`config.mk`:
```
export PLATFORM = sky130hd
export DESIGN_NAME = tracker_effect_translator
export DESIGN_NICKNAME = d
export VERILOG_FILES = /design/src/hdl/tet_pkg.sv /design/src/hdl/tet_mod_map.sv /design/src/hdl/tet_xlate.sv /design/src/hdl/tracker_effect_translator.sv
export VERILOG_INCLUDE_DIRS = /design/src /design/src/hdl
export SDC_FILE = /design/constraint.sdc
export NUM_CORES = 1
export LEC_CHECK = 0
export ABC_AREA = 1
export BUFFER_PORTS_ARGS = -buffer_cell sky130_fd_sc_hd__buf_2
export CORE_UTILIZATION = 25
export CTS_CLUSTER_DIAMETER = 100
export DETAILED_ROUTE_END_ITERATION = 6
export MAX_ROUTING_LAYER = met4
export PLACE_DENSITY_LB_ADDON = 0.15
export SLEW_MARGIN = 15
export SYNTH_ARGS = -nofsm -noshare
export SYNTH_HDL_FRONTEND = slang
export SYNTH_SLANG_ARGS = --single-unit
export TNS_END_PERCENT = 100
```
`constraint.sdc`:
```
create_clock -name clk -period 3.3 [get_ports clk]
set_clock_uncertainty 0.2 [all_clocks]
set_input_delay 0.33 -clock clk [delete_from_list [all_inputs] [get_ports clk]]
set_output_delay 0.33 -clock clk [all_outputs]
set_load 0.01 [all_outputs]
```
`src/hdl/tracker_effect_translator_macros.svh`:
```
// assertion macros for the tracker effect translator
// clocked on clk and held off while rst_n is low; define ASSERT_OFF to drop them
`ifndef TRACKER_EFFECT_TRANSLATOR_MACROS_SVH
`define TRACKER_EFFECT_TRANSLATOR_MACROS_SVH

`ifndef ASSERT_OFF

// condition must hold at every clock edge out of reset
`define TET_ASSERT(lbl, cond, msg) \
  lbl: assert property (@(posedge clk) disable iff (!rst_n) (cond)) \
    else $error(msg);

// antecedent in a cycle implies consequent in the same cycle
`define TET_ASSERT_IMPLY(lbl, ante, cons, msg) \
  lbl: assert property (@(posedge clk) disable iff (!rst_n) (ante) |-> (cons)) \
    else $error(msg);

// antecedent in a cycle implies consequent in the next cycle
`define TET_ASSERT_NEXT(lbl, ante, cons, msg) \
  lbl: assert property (@(posedge clk) disable iff (!rst_n) (ante) |=> (cons)) \
    else $error(msg);

`else

`define TET_ASSERT(lbl, cond, msg)
`define TET_ASSERT_IMPLY(lbl, ante, cons, msg)
`define TET_ASSERT_NEXT(lbl, ante, cons, msg)

`endif

`endif

```
`src/hdl/tet_pkg.sv`:
```
// shared types, codes and helpers of the tracker effect translator
// no dependencies; used by tet_mod_map, tet_xlate and the top level
`default_nettype none

package tet_pkg;

  // source / result format codes
  localparam logic [1:0] FMT_MOD = 2'd0;
  localparam logic [1:0] FMT_S3M = 2'd1;
  localparam logic [1:0] FMT_IT  = 2'd2;
  localparam logic [1:0] FMT_BAD = 2'd3;

  // mod command codes
  localparam logic [7:0] MOD_ARPEGGIO   = 8'h00;
  localparam logic [7:0] MOD_PORTA_UP   = 8'h01;
  localparam logic [7:0] MOD_PORTA_DN   = 8'h02;
  localparam logic [7:0] MOD_TONE_PORTA = 8'h03;
  localparam logic [7:0] MOD_VIBRATO    = 8'h04;
  localparam logic [7:0] MOD_PORTA_VSL  = 8'h05;
  localparam logic [7:0] MOD_VIB_VSL    = 8'h06;
  localparam logic [7:0] MOD_TREMOLO    = 8'h07;
  localparam logic [7:0] MOD_PAN        = 8'h08;
  localparam logic [7:0] MOD_OFFSET     = 8'h09;
  localparam logic [7:0] MOD_VOL_SLIDE  = 8'h0A;
  localparam logic [7:0] MOD_JUMP       = 8'h0B;
  localparam logic [7:0] MOD_SET_VOL    = 8'h0C;
  localparam logic [7:0] MOD_BREAK      = 8'h0D;
  localparam logic [7:0] MOD_EXTENDED   = 8'h0E;
  localparam logic [7:0] MOD_SPEED      = 8'h0F;

  // mod extended subcommand codes (high nybble of info)
  localparam logic [3:0] ESUB_FILTER    = 4'h0;
  localparam logic [3:0] ESUB_FINE_UP   = 4'h1;
  localparam logic [3:0] ESUB_FINE_DN   = 4'h2;
  localparam logic [3:0] ESUB_GLISS     = 4'h3;
  localparam logic [3:0] ESUB_VIB_WAVE  = 4'h4;
  localparam logic [3:0] ESUB_FINETUNE  = 4'h5;
  localparam logic [3:0] ESUB_LOOP      = 4'h6;
  localparam logic [3:0] ESUB_TREM_WAVE = 4'h7;
  localparam logic [3:0] ESUB_RETRIG    = 4'h9;
  localparam logic [3:0] ESUB_FVOL_UP   = 4'hA;
  localparam logic [3:0] ESUB_FVOL_DN   = 4'hB;
  localparam logic [3:0] ESUB_INVERT    = 4'hF;

  // letter commands
  localparam logic [7:0] LTR_A = 8'h41;
  localparam logic [7:0] LTR_B = 8'h42;
  localparam logic [7:0] LTR_C = 8'h43;
  localparam logic [7:0] LTR_D = 8'h44;
  localparam logic [7:0] LTR_E = 8'h45;
  localparam logic [7:0] LTR_F = 8'h46;
  localparam logic [7:0] LTR_G = 8'h47;
  localparam logic [7:0] LTR_H = 8'h48;
  localparam logic [7:0] LTR_J = 8'h4A;
  localparam logic [7:0] LTR_K = 8'h4B;
  localparam logic [7:0] LTR_L = 8'h4C;
  localparam logic [7:0] LTR_O = 8'h4F;
  localparam logic [7:0] LTR_Q = 8'h51;
  localparam logic [7:0] LTR_R = 8'h52;
  localparam logic [7:0] LTR_S = 8'h53;
  localparam logic [7:0] LTR_T = 8'h54;
  localparam logic [7:0] LTR_X = 8'h58;

  // letter range of s3m / it commands
  localparam logic [7:0] LETTER_FIRST = 8'd1;
  localparam logic [7:0] LETTER_LAST  = 8'd26;
  localparam logic [7:0] LETTER_BASE  = 8'd64;

  // clamp and tempo limits
  localparam logic [7:0] SLIDE_LIMIT = 8'hE0;
  localparam logic [7:0] SLIDE_CLAMP = 8'hDF;
  localparam logic [7:0] TEMPO_MIN   = 8'h20;

  // translated mod effect
  typedef struct packed {
    logic       present;
    logic [7:0] cmd;
    logic [7:0] info;
  } tet_mod_res_t;

  // one result beat
  typedef struct packed {
    logic       effect_present;
    logic       format_error;
    logic [1:0] fmt;
    logic [7:0] cmd;
    logic [7:0] info;
    logic       volume_write;
    logic [7:0] volume_value;
    logic       keep_note;
    logic       keep_volume;
  } tet_result_t;

  // pan 0..255 to 0..128: (v * 128) / 255 via exact reciprocal trick
  function automatic logic [7:0] pan_scale(input logic [7:0] v);
    logic [15:0] x;
    logic [15:0] s;
    begin
      x = {1'b0, v, 7'd0};
      s = x + (x >> 8) + 16'd1;
      pan_scale = s[15:8];
    end
  endfunction

endpackage

`default_nettype wire

```
`src/hdl/tet_mod_map.sv`:
```
// mod command to letter command mapping, pure combinational
// depends on tet_pkg
`default_nettype none

module tet_mod_map (
  input  wire logic [7:0]           cmd,
  input  wire logic [7:0]           info,
  output tet_pkg::tet_mod_res_t     res
);
  import tet_pkg::*;

  logic [3:0] lo;
  logic [3:0] hi;
  logic [3:0] lo_vol;

  assign lo     = info[3:0];
  assign hi     = info[7:4];
  // fine volume slide of F is treated as E
  assign lo_vol = (lo == 4'hF) ? 4'hE : lo;

  // main command decode
  always_comb begin
    res.present = 1'b1;
    res.cmd     = cmd;
    res.info    = info;
    case (cmd)
      MOD_ARPEGGIO: begin
        res.present = (info != 8'd0);
        res.cmd     = LTR_J;
      end
      MOD_PORTA_UP: begin
        res.cmd = LTR_F;
        if (info >= SLIDE_LIMIT) res.info = SLIDE_CLAMP;
      end
      MOD_PORTA_DN: begin
        res.cmd = LTR_E;
        if (info >= SLIDE_LIMIT) res.info = SLIDE_CLAMP;
      end
      MOD_TONE_PORTA: res.cmd = LTR_G;
      MOD_VIBRATO:    res.cmd = LTR_H;
      MOD_PORTA_VSL:  res.cmd = LTR_L;
      MOD_VIB_VSL:    res.cmd = LTR_K;
      MOD_TREMOLO:    res.cmd = LTR_R;
      MOD_PAN: begin
        res.cmd  = LTR_X;
        res.info = pan_scale(info);
      end
      MOD_OFFSET:     res.cmd = LTR_O;
      MOD_VOL_SLIDE:  res.cmd = LTR_D;
      MOD_JUMP:       res.cmd = LTR_B;
      MOD_BREAK:      res.cmd = LTR_C;
      MOD_EXTENDED: begin
        // extended subcommands keyed on the high nybble
        case (hi)
          ESUB_FILTER: res.present = 1'b0;
          ESUB_FINE_UP, ESUB_FINE_DN: begin
            res.present = (lo != 4'h0);
            res.cmd     = (hi == ESUB_FINE_UP) ? LTR_F : LTR_E;
            res.info    = (lo == 4'hF) ? 8'hFE : (info | 8'hF0);
          end
          ESUB_GLISS: begin
            res.cmd  = LTR_S;
            res.info = {4'h1, lo};
          end
          ESUB_VIB_WAVE: begin
            res.cmd  = LTR_S;
            res.info = {4'h3, lo};
          end
          ESUB_FINETUNE: begin
            res.cmd  = LTR_S;
            res.info = {4'h2, lo ^ 4'h8};
          end
          ESUB_LOOP: begin
            res.cmd  = LTR_S;
            res.info = {4'hB, lo};
          end
          ESUB_TREM_WAVE: begin
            res.cmd  = LTR_S;
            res.info = {4'h4, lo};
          end
          ESUB_RETRIG: begin
            res.present = (lo != 4'h0);
            res.cmd     = LTR_Q;
            res.info    = {4'h0, lo};
          end
          ESUB_FVOL_UP: begin
            res.cmd  = LTR_D;
            res.info = {lo_vol, 4'hF};
          end
          ESUB_FVOL_DN: begin
            res.cmd  = LTR_D;
            res.info = {4'hF, lo_vol};
          end
          // invert loop passes through untouched
          ESUB_INVERT: res.cmd = cmd;
          default:     res.cmd = LTR_S;
        endcase
      end
      MOD_SPEED: res.cmd = (info >= TEMPO_MIN) ? LTR_T : LTR_A;
      default:   res.cmd = cmd;
    endcase
  end

endmodule

`default_nettype wire

```
`src/hdl/tet_xlate.sv`:
```
// format dispatch, volume write and keep flags for one effect
// depends on tet_pkg and tet_mod_map
`default_nettype none

module tet_xlate (
  input  wire logic [1:0]        source_format,
  input  wire logic [7:0]        cmd,
  input  wire logic [7:0]        info,
  output tet_pkg::tet_result_t   res
);
  import tet_pkg::*;

  tet_mod_res_t mod_res;
  logic [7:0]   kcmd;

  tet_mod_map u_mod_map (
    .cmd  (cmd),
    .info (info),
    .res  (mod_res)
  );

  // pick the translation by source format
  always_comb begin
    res = '0;
    case (source_format)
      FMT_MOD: begin
        if (cmd == MOD_SET_VOL) begin
          res.volume_write = 1'b1;
          res.volume_value = info;
        end else if (mod_res.present) begin
          res.effect_present = 1'b1;
          res.fmt            = FMT_S3M;
          res.cmd            = mod_res.cmd;
          res.info           = mod_res.info;
        end
      end
      FMT_S3M, FMT_IT: begin
        if (cmd >= LETTER_FIRST && cmd <= LETTER_LAST) begin
          res.effect_present = 1'b1;
          res.fmt            = source_format;
          res.cmd            = cmd + LETTER_BASE;
          res.info           = info;
        end
      end
      default: res.format_error = 1'b1;
    endcase
    // keep flags follow the final letter
    kcmd = res.cmd;
    res.keep_note   = res.effect_present && (kcmd == LTR_G || kcmd == LTR_L);
    res.keep_volume = res.effect_present &&
                      (kcmd == LTR_D || kcmd == LTR_K || kcmd == LTR_L);
  end

endmodule

`default_nettype wire

```
`src/hdl/tracker_effect_translator.sv`:
```
// tracker effect translator: an input beat reaches the result beat through the
// input register, then the result register; one beat per cycle while out_stall is low.
// a result held by out_stall lets one more beat wait in the input register.
// rst_n (synchronous, active low) clears both valid flags; payload is not reset
// depends on tet_pkg, tet_xlate and tracker_effect_translator_macros.svh
`default_nettype none

module tracker_effect_translator (
  input  wire logic       clk,
  input  wire logic       rst_n,
  input  wire logic       in_valid,
  output logic            in_stall,
  input  wire logic [1:0] in_source_format,
  input  wire logic [7:0] in_command,
  input  wire logic [7:0] in_info,
  output logic            out_valid,
  input  wire logic       out_stall,
  output logic            out_effect_present,
  output logic            out_format_error,
  output logic [1:0]      out_format,
  output logic [7:0]      out_command,
  output logic [7:0]      out_info,
  output logic            out_volume_write,
  output logic [7:0]      out_volume_value,
  output logic            out_keep_note,
  output logic            out_keep_volume
);
  import tet_pkg::*;

  `include "tracker_effect_translator_macros.svh"

  logic        s1_valid_r;
  logic        s1_valid_nxt;
  logic [1:0]  s1_fmt_r;
  logic [7:0]  s1_cmd_r;
  logic [7:0]  s1_info_r;
  logic        s2_valid_r;
  logic        s2_valid_nxt;
  tet_result_t s2_res_r;
  tet_result_t xl_res;
  logic        s2_load;
  logic        s1_load;

  // handshake: result stage takes a beat when empty or draining
  assign s2_load  = s1_valid_r && (!s2_valid_r || !out_stall);
  assign in_stall = s1_valid_r && !s2_load;
  assign s1_load  = in_valid && !in_stall;

  always_comb begin
    s1_valid_nxt = s1_load || (s1_valid_r && !s2_load);
    s2_valid_nxt = s2_load || (s2_valid_r && out_stall);
  end

  // valid flags
  always_ff @(posedge clk) begin
    if (!rst_n) begin
      s1_valid_r <= 1'b0;
      s2_valid_r <= 1'b0;
    end else begin
      s1_valid_r <= s1_valid_nxt;
      s2_valid_r <= s2_valid_nxt;
    end
  end

  // input register
  always_ff @(posedge clk) begin
    if (s1_load) begin
      s1_fmt_r  <= in_source_format;
      s1_cmd_r  <= in_command;
      s1_info_r <= in_info;
    end
  end

  tet_xlate u_xlate (
    .source_format (s1_fmt_r),
    .cmd           (s1_cmd_r),
    .info          (s1_info_r),
    .res           (xl_res)
  );

  // result register
  always_ff @(posedge clk) begin
    if (s2_load) begin
      s2_res_r <= xl_res;
    end
  end

  assign out_valid          = s2_valid_r;
  assign out_effect_present = s2_res_r.effect_present;
  assign out_format_error   = s2_res_r.format_error;
  assign out_format         = s2_res_r.fmt;
  assign out_command        = s2_res_r.cmd;
  assign out_info           = s2_res_r.info;
  assign out_volume_write   = s2_res_r.volume_write;
  assign out_volume_value   = s2_res_r.volume_value;
  assign out_keep_note      = s2_res_r.keep_note;
  assign out_keep_volume    = s2_res_r.keep_volume;

  // checks
  `TET_ASSERT_IMPLY(a_err_empty, out_valid && out_format_error, !out_effect_present && !out_volume_write, "format error beat carries an effect or volume write")
  `TET_ASSERT_IMPLY(a_vol_xor_fx, out_valid && out_volume_write, !out_effect_present, "volume write and effect in one beat")
  `TET_ASSERT_IMPLY(a_keep_needs_fx, out_valid && (out_keep_note || out_keep_volume), out_effect_present, "keep flag without effect")
  `TET_ASSERT_NEXT(a_stage_hold, s1_valid_r && s2_valid_r && out_stall, s1_valid_r && s2_valid_r, "beat lost while stalled")

endmodule

`default_nettype wire

```
* Yosys cells after proc, flatten, opt, wreduce, memory -nomap -nowiden
Cells that the tools add are included.
** Cells by class
- Div/mod/pow operators :: 0
- Shift operators :: 0
- Muxes and demuxes :: 21
- Equality and inequality tests :: 33
- Reduce and logical (&&, ||, !) cells :: 30
- Add/subtract/negate cells :: 3
- Multipliers :: 0
- $lt $le $gt $ge :: 4
- Bitwise gates (word level) :: 1
** Operators with widths (count)
- 8-bit one-hot mux with 15 select lines :: 1
- 8-bit one-hot mux with 9 select lines :: 1
- 8-bit by 4-bit equality test with 1-bit output (second input constant) :: 8
- 18-bit two-way mux :: 2
- 18-bit one-hot mux with 2 select lines :: 1
- 8-bit by 3-bit equality test with 1-bit output (second input constant) :: 4
- 8-bit by 7-bit equality test with 1-bit output (second input constant) :: 4
- 8-bit one-hot mux with 4 select lines :: 1
- 8-bit one-hot mux with 3 select lines :: 1
- 4-bit equality test (second input constant) :: 5
- 17-bit two-way mux :: 1
- 15-bit by 7-bit adder with 16-bit output :: 1
- 16-bit by 1-bit adder with 16-bit output (second input constant) :: 1
- 4-bit by 3-bit equality test with 1-bit output (second input constant) :: 4
- 8-bit by 2-bit equality test with 1-bit output (second input constant) :: 2
- 2-bit OR reduction :: 5
- 9-bit two-way mux :: 1
- 8-bit by 7-bit adder with 8-bit output (second input constant) :: 1
- 4-bit by 2-bit equality test with 1-bit output (second input constant) :: 2
- 8-bit by 1-bit equality test with 1-bit output (second input constant) :: 1
- 8-bit by 1-bit greater-or-equal comparator with 1-bit output (second input constant) :: 1
- 8-bit by 6-bit greater-or-equal comparator with 1-bit output (second input constant) :: 1
- 8-bit greater-or-equal comparator (second input constant) :: 1
- 8-bit by 5-bit <= comparator with 1-bit output (second input constant) :: 1
- other kinds (20) :: 41
** Storage, ports and cells
- Bits of input ports :: 22
- Logic and storage cells :: 106
- Register bits :: 51
- ROM bits :: 0
- Memories :: 0
- Bits in writable memories :: 0
- Bits in latches :: 0

* Longest topological paths before layout
- Depth after elaboration :: 11
- Depth in mapped cells :: 19
- Mapped depth without buffers :: 18

* Cells and area by module
From an unflattened synthesis, not the netlist that was laid out.
** Unflattened totals
- Cell total of the unflattened synthesis :: 410
- Area, all modules :: 3211.8 um^2
** Modules (own cells, without submodules)
- tracker_effect_translator :: instances 1, area an instance 1566.5 um^2, cells each 62
- tet_mod_map :: instances 1, area an instance 984.7 um^2, cells each 216
- tet_xlate :: instances 1, area an instance 660.6 um^2, cells each 132

* Worst setup path after synthesis
Ideal clock, no wire load.
- Path type :: flip-flop to flip-flop
- Start :: register s2_valid_r (netlist: out_valid)
- End :: register s2_res_r, in the netlist out_command[0], enable pin
- Path slack :: 0.760 ns
- Setup time :: 0.429 ns
- Required time :: 2.671 ns
- Arrival :: 1.911 ns
- Cell stages (with the launch flop) :: 2
- Path buffers :: 0
- Cell sequence :: dfxtp_1 a21oi_1
** Between the ends
- Cells in the longest elaborated chain, start to end :: 3
** RTL lines
- start, declared :: line tracker_effect_translator.sv:37 : logic s2_valid_r;
- start signal, assigned :: line tracker_effect_translator.sv:61 : s2_valid_r <= s2_valid_nxt;
- 1-bit logical NOT :: line tracker_effect_translator.sv:45 : assign s2_load = s1_valid_r && (!s2_valid_r || !out_stall);
- 1-bit logical OR :: line tracker_effect_translator.sv:45
- 1-bit logical AND :: line tracker_effect_translator.sv:45
- via s2_load :: line tracker_effect_translator.sv:41 : logic s2_load;
- end signal, assigned :: line tracker_effect_translator.sv:84 : s2_res_r <= xl_res;
- end, declared :: line tracker_effect_translator.sv:39 : tet_result_t s2_res_r;
The timed path passes the listed nets, and every way through them passes these cells.
A chain may end at the register's enable or synchronous reset.

==> impl_metrics.env <==
export IMPL_final_setup_tns_ns=0
export IMPL_crit_buf_inv=3
export IMPL_synth_top_area_share_pct=47.2
export IMPL_cts_repair_resized=0
export IMPL_grt_busiest_layer="met2"
export IMPL_first_pass_iters=5
export IMPL_max_stage_delay_ns=0.38
export IMPL_synth_top_cell_by_area="edfxtp_1"
export IMPL_initial_utilization_pct=25.8
export IMPL_critPathCaptureType="flop"
export IMPL_met2_usage_pct=19.5
export IMPL_grt_max_degree=32
export IMPL_r2r_end="out_keep_note"
export IMPL_critPathTopFamily="simple AND/OR/NAND/NOR gates"
export IMPL_num_io_pins=55
export IMPL_worst_slew_pin_transition_ns=1.02
export IMPL_finalCriticalPeriod_ns=2.73
export IMPL_cts_made_buffers=5
export IMPL_wl_per_cell_um=13.4
export IMPL_ys_types=39
export IMPL_synthCells=388
export IMPL_timing_fmax_mhz=366
export IMPL_outcome="completed"
export IMPL_worstSetupPathType="reg -> reg"
export IMPL_dieWidth_um=114
export IMPL_fin_crit_sh_pct=82.7
export IMPL_netlist_area_um2=3120
export IMPL_relSlewSlack_pct=31.6
export IMPL_startpoint_type="flop"
export IMPL_ys_seq_area_share_pct=48.5
export IMPL_gr_usage_met1_pct=19.3
export IMPL_swShare_pct=25.1
export IMPL_drc_errors=0
export IMPL_r2r_cells=15
export IMPL_path_max_fanout=12
export IMPL_combPwrFrac_pct=12.2
export IMPL_p_int_mw=1.10
export IMPL_power_switching_mw=0.370
export IMPL_use_met3_pct=2.28
export IMPL_antenna_diode_count=0
export IMPL_hpwl_mm=6.55
export IMPL_p_leak_nw=1.68
export IMPL_via_per_inst=4.44
export IMPL_synth_edff_count=49
export IMPL_cts_tree="done"
export IMPL_r2r_start="s1_cmd_r[6]"
export IMPL_final_max_slew_viol_count=0
export IMPL_portBuffers=54
export IMPL_worstPathRequired_ns=3.15
export IMPL_clk_pin_slew_worst_paths_ns=0.06
export IMPL_antenna_found_initial=0
export IMPL_cp_slowest_cell="edfxtp_1"
export IMPL_routed_wl_mm=8.22
export IMPL_fin_cells=614
export IMPL_synth_fp_nets=414
export IMPL_clock_path_buffers=2
export IMPL_drt_iter0_markers=187
export IMPL_whs_endpoint="s1_info_r[5]"
export IMPL_vias=2726
export IMPL_timing_final_hold_violations=0
export IMPL_peakVddDrop_mv=0.167
export IMPL_yosys_register_bits=51
export IMPL_post_cts_buffers=0
export IMPL_hold_path_class="in -> reg"
export IMPL_rrSetupSlack_ns=0.57
export IMPL_h_tree_depth=2
export IMPL_drive_above_1_share_pct=20.4
export IMPL_cp_data_arrival_time_ns=2.58
export IMPL_seqPwrFrac_pct=52.3
export IMPL_async_flop_share_pct=0
export IMPL_die_area_um2=12900
export IMPL_fp_dieH_um=114
export IMPL_dpl_cell_count=604
export IMPL_cp_cell_sequence="inv_1, ha_1, nand2_1, nor2_2, nand3_2, inv_1, nand2_1, nand2_1, nand4_1, nand3b_1, nor2_1, nand2_1, inv_1, nand2_1, nand2_1"
export IMPL_numClockSinks=51
export IMPL_synth_main_ff_cell="edfxtp_1"
export IMPL_grt_pass1_wl_mm=13.3
export IMPL_synth_most_common_cell="nand2_1"
export IMPL_cpMostUsedCell="nand2_1"
export IMPL_core_um2=12100
export IMPL_ant_nets=0
export IMPL_hold_path_depth=1
export IMPL_routabilityCongestion=0.870
export IMPL_num_rows=40
export IMPL_synth_area_top_cells="edfxtp_1, nand2_1, nor2_1, inv_1, nand3_1"
export IMPL_gr_total_overflow=0
export IMPL_clk_latency_ns=0.29
export IMPL_synthTopCellsByCount="nand2_1, nor2_1, inv_1"
export IMPL_rsz0062_at_grt="false"
export IMPL_syn_avg_cell_area_um2=8.03
export IMPL_pwr_share_clk_pct=35.5
export IMPL_power_per_cell_area_nw_per_um2=394
export IMPL_hold_buffers=0
export IMPL_hold_start="in_info[5]"
export IMPL_hold_ws_ns=0.0114
export IMPL_grtUsageTotal_pct=13.7
export IMPL_setup_viol_count_final=0
export IMPL_max_cap_viol_count=0
export IMPL_grt_pass1_vias=2562
export IMPL_nets=471
export IMPL_yosysWarnings=0
export IMPL_areaGrowthSynthToFinish_pct=20.0
export IMPL_cts_root_buf="clkbuf_16"
[layer usage]
| metal | vias to the layer above | share of wire [%] | wire, µm |
|---|---|---|---|
| met5 | - | 0 | 0 |
| met4 | 0 | 1.9 | 156 |
| met3 | 9 | 4.7 | 385 |
| met2 | 79 | 43 | 3540 |
| met1 | 1239 | 50 | 4130 |
| li1 | 1399 | - | - |
[cells by family (layout without fill, tap and decap cells)]
logic type / after synthesis / after routing / share of synthesized area (%)
DFF: 51 / 51 / 48.5
buffers and inverters: 65 / 123 / 8.43
and+or+nand+nor: 207 / 207 / 29.1
AOI/OAI and AO/OA: 61 / 61 / 12.3
adders and majority gates: 4 / 4 / 1.61
[stage by stage]
stage	worst slack, ns	utilization (%)	cell area (µm²)	power (mW)
after floorplan	0.760	-	3120	0.898
after global placement	0.676	29.6	3570	0.965
after detailed placement	0.600	29.6	3570	0.964
after CTS	0.586	30.8	3720	1.50
after global routing	0.349	31.0	3740	1.54
final	0.570	31.0	3740	1.47
[worst max-delay path by stage]
stage / start / to / slack [ns] / cells after the start
2_1_floorplan: out_valid / out_command[0] / 0.76 / 1
3_3_place_gp: s1_cmd_r[6] / out_keep_note / 0.68 / 15
3_5_place_dp: s1_cmd_r[6] / out_keep_note / 0.60 / 15
4_1_cts: s1_cmd_r[6] / out_keep_note / 0.59 / 15
5_1_grt: s1_cmd_r[6] / out_keep_note / 0.35 / 15
6_report: s1_cmd_r[6] / out_keep_note / 0.57 / 15
[power groups by stage]
stage | registers, mW | clock network (mW) | logic [mW]
6_report | 0.771 | 0.523 | 0.180
5_1_grt | 0.774 | 0.568 | 0.202
4_1_cts | 0.771 | 0.547 | 0.179
3_5_place_dp | 0.785 | 0 | 0.179
3_3_place_gp | 0.784 | 0 | 0.180
2_1_floorplan | 0.780 | 0 | 0.118
[layout by cell type, fill, tap and decap left out, drive strengths merged, types with 4 or more instances in the layout]
cell,count
a21oi,25
buf,55
clkbuf,7
edfxtp,49
ha,4
inv,57
nand2,106
nand3,27
nand4,5
nor2,62
o211ai,7
o21ai,16
[sequential cells by signal, indices dropped and copies added (netlist names)]
| name | cells |
|---|---|
| out_volume_write | 1 |
| s1_info_r | 8 |
| out_command | 8 |
| out_info | 8 |
| s1_fmt_r | 2 |
| out_format | 2 |
| out_keep_note | 1 |
| out_valid | 1 |
| s1_valid_r | 1 |
| out_effect_present | 1 |
| out_format_error | 1 |
| s1_cmd_r | 8 |
| out_keep_volume | 1 |
| out_volume_value | 8 |
[cell type report]
cell class,instances,area (µm²)
repair buffers,57,298
multi-input cells,272,1350
inverters,58,218
clock buffers,7,143
well taps,168,210
fillers,1308,8320
clock inverters,1,5.00
flip-flops and latches,51,1510
No activity file was read; power rests on OpenSTA's default activity.
